### src/hw/rtl/les_pkg.sv
`timescale 1ns / 1ps

package les_pkg;

   localparam int CHAR_W     = 8;
   localparam int SIZE_W     = 11;
   localparam int POS_W      = 10;
   localparam int CSR_IDX_W  = 1;
   localparam int CSR_DATA_W = 11;

   typedef enum logic [CSR_IDX_W-1:0] {
      CSR_GRID_WIDTH    = 1'b0,
      CSR_OBSTACLE_CHAR = 1'b1
   } csr_index_type;

   localparam logic [CSR_DATA_W-1:0] GRID_WIDTH_RESET    = 11'd1;
   localparam logic [CHAR_W-1:0]     OBSTACLE_CHAR_RESET = 8'd111;

   // cell leaving the compute stage this cycle
   typedef struct packed {
      logic step;
      logic last;
   } les_ctl_type;

endpackage

### src/hw/rtl/les_best.sv
`timescale 1ns / 1ps

module les_best #(
   parameter int RUN_W = 11,
   parameter int ROW_W = 10,
   parameter int COL_W = 10
) (
   input  logic                        clock,
   input  logic                        reset,
   input  les_pkg::les_ctl_type        ctl,
   input  logic [RUN_W-1:0]            run,
   input  logic [ROW_W-1:0]            row,
   input  logic [COL_W-1:0]            col,
   output logic                        take_ok,
   output logic                        rsp_valid,
   input  logic                        rsp_stall,
   output logic                        rsp_found,
   output logic [les_pkg::SIZE_W-1:0]  rsp_square_size,
   output logic [les_pkg::POS_W-1:0]   rsp_top_row,
   output logic [les_pkg::POS_W-1:0]   rsp_left_col
);

   import les_pkg::*;

   localparam int CMP_W = (RUN_W > ROW_W) ? RUN_W : ROW_W;

   logic [RUN_W-1:0] best_size_ff, best_size_in;
   logic [ROW_W-1:0] best_top_ff, best_top_in;
   logic [COL_W-1:0] best_left_ff, best_left_in;
   logic             rsp_valid_ff, rsp_valid_in;
   logic             rsp_found_ff;
   logic [SIZE_W-1:0] rsp_size_ff;
   logic [POS_W-1:0]  rsp_top_ff, rsp_left_ff;

   logic             newer;
   logic [RUN_W-1:0] run_m1;
   logic [CMP_W-1:0] row_x, col_x, run_m1_x;
   logic [ROW_W-1:0] cand_top;
   logic [COL_W-1:0] cand_left;
   logic [RUN_W-1:0] size_nx;
   logic [ROW_W-1:0] top_nx;
   logic [COL_W-1:0] left_nx;
   logic [31:0]      size_wide, top_wide, left_wide;

   always_comb begin
      // strictly larger only: keeps the earliest top-left corner on ties
      newer    = ctl.step && (run > best_size_ff);
      run_m1   = run - RUN_W'(1);
      row_x    = CMP_W'(row);
      col_x    = CMP_W'(col);
      run_m1_x = CMP_W'(run_m1);
      cand_top  = (row_x >= run_m1_x) ? ROW_W'(row_x - run_m1_x) : '0;
      cand_left = (col_x >= run_m1_x) ? COL_W'(col_x - run_m1_x) : '0;
      size_nx  = newer ? run : best_size_ff;
      top_nx   = newer ? cand_top : best_top_ff;
      left_nx  = newer ? cand_left : best_left_ff;
      size_wide = 32'(size_nx);
      top_wide  = 32'(top_nx);
      left_wide = 32'(left_nx);
   end

   always_comb begin
      best_size_in = best_size_ff;
      best_top_in  = best_top_ff;
      best_left_in = best_left_ff;
      if (ctl.step) begin
         if (ctl.last) begin
            best_size_in = '0;
            best_top_in  = '0;
            best_left_in = '0;
         end else begin
            best_size_in = size_nx;
            best_top_in  = top_nx;
            best_left_in = left_nx;
         end
      end
   end

   assign take_ok = !rsp_valid_ff || !rsp_stall;

   always_comb begin
      if (ctl.step && ctl.last) begin
         rsp_valid_in = 1'b1;
      end else if (rsp_stall) begin
         rsp_valid_in = rsp_valid_ff;
      end else begin
         rsp_valid_in = 1'b0;
      end
   end

   always_ff @(posedge clock) begin
      if (reset) begin
         best_size_ff <= '0;
         best_top_ff  <= '0;
         best_left_ff <= '0;
         rsp_valid_ff <= 1'b0;
      end else begin
         best_size_ff <= best_size_in;
         best_top_ff  <= best_top_in;
         best_left_ff <= best_left_in;
         rsp_valid_ff <= rsp_valid_in;
      end
   end

   // top/left stay zero while size is zero, so no extra masking for found = 0
   always_ff @(posedge clock) begin
      if (ctl.step && ctl.last) begin
         rsp_found_ff <= (size_nx != '0);
         rsp_size_ff  <= size_wide[SIZE_W-1:0];
         rsp_top_ff   <= top_wide[POS_W-1:0];
         rsp_left_ff  <= left_wide[POS_W-1:0];
      end
   end

   assign rsp_valid       = rsp_valid_ff;
   assign rsp_found       = rsp_found_ff;
   assign rsp_square_size = rsp_size_ff;
   assign rsp_top_row     = rsp_top_ff;
   assign rsp_left_col    = rsp_left_ff;

   a_rsp_from_last: assert property (@(posedge clock) disable iff (reset)
      $rose(rsp_valid_ff) |-> $past(ctl.step && ctl.last))
      else $error("result beat without a last cell");

   a_last_needs_room: assert property (@(posedge clock) disable iff (reset)
      (ctl.step && ctl.last) |-> take_ok)
      else $error("last cell retired over a held result");

   a_best_clears: assert property (@(posedge clock) disable iff (reset)
      (ctl.step && ctl.last) |=> (best_size_ff == '0))
      else $error("best square not cleared after grid end");

endmodule

### config.mk
export PLATFORM = sky130hd
export DESIGN_NAME = les_best
export DESIGN_NICKNAME = d
export VERILOG_FILES = /design/src/hw/rtl/les_pkg.sv /design/src/hw/rtl/les_best.sv
export SDC_FILE = /design/constraint.sdc
export NUM_CORES = 1
export LEC_CHECK = 0
export BUFFER_PORTS_ARGS = -buffer_cell sky130_fd_sc_hd__buf_4
export CAP_MARGIN = 10
export CORE_UTILIZATION = 38
export CTS_CLUSTER_DIAMETER = 100
export DETAILED_ROUTE_END_ITERATION = 6
export GPL_ROUTABILITY_DRIVEN = 0
export GPL_TIMING_DRIVEN = 1
export SETUP_SLACK_MARGIN = 0.02
export SLEW_MARGIN = 40
export SYNTH_ARGS = -nofsm -noshare
export SYNTH_HDL_FRONTEND = slang
export SYNTH_SLANG_ARGS = --single-unit
### constraint.sdc
create_clock -name clock -period 3.7 [get_ports clock]
set_clock_uncertainty 0.05 [all_clocks]
set_input_delay 0.74 -clock clock [delete_from_list [all_inputs] [get_ports clock]]
set_output_delay 0.74 -clock clock [all_outputs]
set_load 0.01 [all_outputs]
Yosys cells after proc, flatten, opt, wreduce, memory -nomap -nowiden. Cells that the tools add are included.

Order comparisons: 3. Reductions and logical operators: 6. $add $sub $neg: 3. Eq/ne operators: 1. Multiplexer cells: 10.

Operator list (number): $mux 10 (6); $ge 10x11->1 (2); $mux 11 (2); $sub 10x10->10 (2); $gt 11x11->1 (1); $reduce_bool 11->1 (1); $sub 11x1->11 const B (1); $logic_and 1x1->1 (2); $logic_not 1->1 (2); $mux 1 (2); $ne 2x1->1 const B (1); $logic_or 1x1->1 (1).

Word-level logic and storage cells: 31. Input bits: 36. Register bits: 64. Output and inout bits: 34.

Depth between registers and ports, before layout.
Depth in word-level cells: 5. Gate-level depth with buffers: 15.

Least setup slack after synthesis. OpenSTA, ideal clock, no wires.

Path type: input-to-reg. Start: input run[0]. End: register rsp_top_ff[9], in the netlist rsp_top_row[9], data pin. Path slack: 0.049 ns. Path buffers: 0. Data required time: 3.394 ns. Library setup time: 0.256 ns. Cell stages on the path: 11. Arrival: 3.345 ns. Cells stage by stage: nor3_1 > xnor2_1 > ha_1 > o21a_1 > o31a_1 > o2111ai_1 > a31o_2 > maj3_2 > maj3_1 > xnor2_1 > a22o_1.

Word-level cells in the longest chain between the ends: 4.

RTL lines: start, declared (line les_best.sv:11) `input logic [RUN_W-1:0] run,`; $sub 11x1->11 (line les_best.sv:48) `run_m1 = run - RUN_W'(1);`; $sub 10x10->10 / $ge 10x11->1 (equally long branches) (line les_best.sv:52) `cand_top = (row_x >= run_m1_x) ? ROW_W'(row_x - run_m1_x) : '0;`; $mux 10 (line les_best.sv:52); $mux 10 (*) (line les_best.sv:55) `top_nx = newer ? cand_top : best_top_ff;`; named net top_nx[9] (line les_best.sv:41) `logic [ROW_W-1:0] top_nx;`; end signal, assigned (line les_best.sv:110) `rsp_top_ff <= top_wide[POS_W-1:0];`; end, declared (line les_best.sv:33) `logic [POS_W-1:0] rsp_top_ff, rsp_left_ff;`.

The timed path passes the listed nets; every way through them passes the cells marked *. A chain may end at the register's enable or synchronous reset.

Worst setup path in the final report.
Start: input run[1]. End: register rsp_left_ff[7], in the netlist rsp_left_col[7], data pin.

Word-level cells in the longest chain between the ends: 4.

RTL lines: $sub 11x1->11 (line les_best.sv:48); $sub 10x10->10 / $ge 10x11->1 (equally long branches) (line les_best.sv:53) `cand_left = (col_x >= run_m1_x) ? COL_W'(col_x - run_m1_x) : '0;`; $mux 10 (line les_best.sv:53); $mux 10 (*) (line les_best.sv:56) `left_nx = newer ? cand_left : best_left_ff;`; named net left_nx[7] (line les_best.sv:42) `logic [COL_W-1:0] left_nx;`; end signal, assigned (line les_best.sv:111) `rsp_left_ff <= left_wide[POS_W-1:0];`; end, declared (line les_best.sv:33).

Marks and branches as above.

==> results_tabular.tex <==
\begin{tabular}{lr}
\hline
Metric & Value \\
\hline
\multicolumn{2}{l}{\textbf{Layout}} \\
Post-Layout Inst Area & 5080 µm² \\
Layout cell share with drive strength beyond 1 & 27.08\% \\
Non-filler instance count after layout & roughly 640 \\
Number of antenna repair diodes & 0 \\
Final-stage net count & 563 \\
Signed area change from the synthesized netlist to the final layout & 26.28\% \\
\multicolumn{2}{l}{\textbf{Logic synthesis}} \\
Register bit total from synthesis & 64 \\
Share of the synthesized area in the top cell type & 23.89\% \\
Number of instances in the synthesized netlist & 409 \\
Cell taking the most area after synthesis & sky130\_fd\_sc\_hd\_\_edfxtp\_1 \\
Basic-gate share of the synthesized area counting and, or, nand and nor cells & 14.28\% \\
Number of warnings issued by yosys & 0 \\
Xor/xnor share of the synthesized area & 7.154\% \\
Async S/R FF share, synth & 0\% \\
Area of the mapped netlist & 4023 µm² \\
Synthesized area divided by synthesized cell count & 9.835 µm² \\
Net count of the mapped netlist & approximately 470 \\
Post-synthesis mux area share & 2.986\% \\
Distinct cells, synth & 65 \\
Synth Area in Compound Gates & 21.15\% \\
Commonest register cell after synthesis & sky130\_fd\_sc\_hd\_\_edfxtp\_1 \\
Synth top area cells & sky130\_fd\_sc\_hd\_\_edfxtp\_1, sky130\_fd\_sc\_hd\_\_dfxtp\_1, sky130\_fd\_sc\_hd\_\_ha\_1 \\
Post-Synth Adder-Cell Area & 9.767\% \\
Dominant combinational cell family by area after synthesis & compound AO/OA/AOI/OAI gates \\
Post-synth EDFFs & 32 \\
Sequential element share of the synthesized area & 39.81\% \\
Most common cell in the synthesized netlist & sky130\_fd\_sc\_hd\_\_nand2\_1 \\
Most used standard cells in the synthesized netlist & sky130\_fd\_sc\_hd\_\_nand2\_1, sky130\_fd\_sc\_hd\_\_dfxtp\_1, sky130\_fd\_sc\_hd\_\_edfxtp\_1 \\
\multicolumn{2}{l}{\textbf{GRT}} \\
Via count of the first global-routing pass & 3325 \\
Maximum number of pins on one net before global-route repair & 33 \\
Total gr overflow & 0 \\
Wire length of the first global-routing pass & 16660 µm \\
Aggregate global-route resource usage & 19.46\% \\
Antenna violations before repair & 0 \\
\multicolumn{2}{l}{\textbf{Min path}} \\
Class of the tightest hold or removal check & reg2reg \\
\multicolumn{2}{l}{\textbf{Die}} \\
Die Y & between 100 and 150 µm \\
Boundary pin count & 70 \\
Num rows & 37 \\
Effective utilization at floorplan & 39.14\% \\
Horizontal die dimension & 104.9 µm \\
Floorplan die area & 11000 µm² \\
Area of the core & 10280 µm² \\
\multicolumn{2}{l}{\textbf{Clock tree}} \\
Clock-pin slew on the worst setup and hold paths & 0.07 ns \\
Number of CTS-inserted buffers & 9 \\
Hold\_buf cts & 0 \\
CTS H-tree depth & 3 \\
Buffer type at the clock tree root & sky130\_fd\_sc\_hd\_\_clkbuf\_8 \\
Post-CTS repair timing setup buffer count & 0 \\
Later-pin clock latency in the skew report & 0.34 ns \\
Number of buffers on the longest clock path & 2 \\
Clock tree from TritonCTS & done \\
Number of gates given a new drive strength after cts & 0 \\
Clock sink count & 64 \\
\multicolumn{2}{l}{\textbf{STA}} \\
Final period utilization & 91.94\% \\
Final Hold Violating Endpoints & 0 \\
Clock period minus worst slack & 3.402 ns \\
Fmax & 293.9 MHz \\
Slew @ Worst Pin & 0.5677 ns \\
Pins Over Slew Limit & 0 \\
RSZ-0062 raised after global routing & false \\
Final worst-path setup slack & 0.2980 ns \\
Worst-case headroom to the max-slew limit & 61.56\% \\
Setup-violating endpoint count in the final report & 0 \\
\multicolumn{2}{l}{\textbf{Pwr}} \\
Peak VDD IR & 0.2534 mV \\
Total Power & 1.945 mW \\
LEAKAGE & about 2.0 nW \\
Power per Cell Area & 383.0 nW/µm² \\
\multicolumn{2}{l}{\textbf{Routing}} \\
DR iter-0 viols & 136 \\
First-pass detailed-route iteration total & 4 \\
Vias per Instance & roughly 5.3 \\
Remaining design rule violation count & 0 \\
Number of vias in the routed layout & around 3.4k \\
Detailed-route wire length & 10230 µm \\
Number of routed nets with antenna violations & 0 \\
DR WL/cell & between 15 and 20 µm \\
\multicolumn{2}{l}{\textbf{Worst setup path}} \\
Arr. time, crit path & 3.49 ns \\
Required time at the worst-slack endpoint & between 3 and 4 ns \\
Highest net fanout along the worst path & 5 \\
Path type of the worst setup path & in2reg \\
Crit path launch type & primary input \\
Setup crit end kind & register \\
\multicolumn{2}{l}{\textbf{Flow run}} \\
\# Max-Cap Violations & 0 \\
\multicolumn{2}{l}{\textbf{Placement}} \\
HPWL Detailed & about 7700 µm \\
Worst slack after detailed placement & -0.1927 ns \\
Placed instance area & between 4000 and 5000 µm² \\
Post-Place Cells & 626 \\
PortBufs & just under 70 \\
\multicolumn{2}{l}{\textbf{Outcome}} \\
Outcome & finished clean \\
\hline
\end{tabular}
-- routing by layer --
metal | wire, µm | share of wire, % | up-vias | global-route usage, %
met5 | 0 | 0 | - | 0
met4 | 355 | 3.5 | 0 | 10.36
met3 | 523 | 5.1 | 21 | 3.805
met2 | 4502 | 44 | 108 | 29.80
met1 | 4851 | 47 | 1577 | 25.87
li1 | - | - | 1709 | -
-- final timing paths --
check | from | endpoint | slack, ns | cells past startpoint
hold / removal | best_top_ff[6] | best_top_ff[6] | 0.41 | 1
setup reg to reg | best_size_ff[1] | best_top_ff[1] | 0.77 | 12
setup / recovery | run[1] | rsp_left_col[7] | 0.30 | 16
hold reg to reg | best_top_ff[6] | best_top_ff[6] | 0.41 | 1
-- critical path, cell delays in order --
cell and delay (ns):
sky130_fd_sc_hd__buf_4 0.12, sky130_fd_sc_hd__inv_1 0.09, sky130_fd_sc_hd__ha_1 0.21, sky130_fd_sc_hd__nand2b_1 0.12, sky130_fd_sc_hd__nor2_1 0.13, sky130_fd_sc_hd__xnor2_1 0.12
sky130_fd_sc_hd__buf_4 0.16, sky130_fd_sc_hd__ha_1 0.30, sky130_fd_sc_hd__nor2_1 0.05, sky130_fd_sc_hd__a211oi_1 0.25, sky130_fd_sc_hd__o31ai_1 0.14, sky130_fd_sc_hd__o221ai_1 0.23
sky130_fd_sc_hd__nand2_1 0.06, sky130_fd_sc_hd__and3_1 0.20, sky130_fd_sc_hd__nand2b_1 0.21, sky130_fd_sc_hd__o31ai_1 0.35
-- area by class of cell --
| type | instances | area, µm² |
|---|---|---|
| clock inverters | 3 | 65.06 |
| well taps | 136 | 170.2 |
| inverters | 31 | 116.4 |
| fillers | 955 | 5197 |
| clock buffers | 13 | 158.9 |
| repair buffers | 98 | 735.7 |
| flip-flops and latches | 64 | 1602 |
| multi-input cells | 297 | 2232 |
-- cells in the final DEF (no fill, tap or decap), drive strengths merged, types with 4 or more instances in the layout --
| cell | instances |
|---|---|
| mux2 | 8 |
| nand2b | 8 |
| nand2 | 34 |
| maj3 | 5 |
| nor2b | 6 |
| nor3 | 9 |
| o2bb2ai | 10 |
| dfxtp | 32 |
| buf | 98 |
| o21a | 6 |
| inv | 31 |
| nand3 | 6 |
| o21ai | 9 |
| or3 | 4 |
| ha | 24 |
| nor4 | 4 |
| edfxtp | 32 |
| nor2 | 29 |
| clkbuf | 13 |
| o31ai | 19 |
| a2bb2oi | 10 |
| xnor2 | 30 |
| nand4 | 5 |
| a32o | 7 |
| a21oi | 12 |
-- registers in the layout, indices dropped and copies added, names as in the netlist --
signal,cells
best_left_ff,10
best_size_ff,11
best_top_ff,10
rsp_found,1
rsp_left_col,10
rsp_square_size,11
rsp_top_row,10
rsp_valid,1
-- metrics by stage --
step                TNS [ns]  hold slack (ns)  utilization, %
floorplan                  0           0.3763               -
global placement     -0.1479           0.3839           47.20
detailed placement   -0.6227           0.3911           47.20
CTS                        0           0.4069           49.38
global route               0           0.4310           49.43
finish                     0           0.4081           49.43
-- logic make-up (layout without fill, tap and decap cells) --
kind of cell               count (synthesis)  in the layout
muxes                                     11             11
AOI/OAI and AO/OA                        108            108
DFF                                       64             64
buffers and inverters                     48            145
and+or+nand+nor                          115            115
adders and majority gates                 31             31
xor gates and xnor gates                  32             32
-- power by group --
part | total, mW | switching [mW] | internal (mW)
clock | 0.693 | 0.277 | 0.416
combinational | 0.476 | 0.261 | 0.215
sequential | 0.777 | 0.00749 | 0.769
Note: power is estimated with default switching activity, not from simulation.
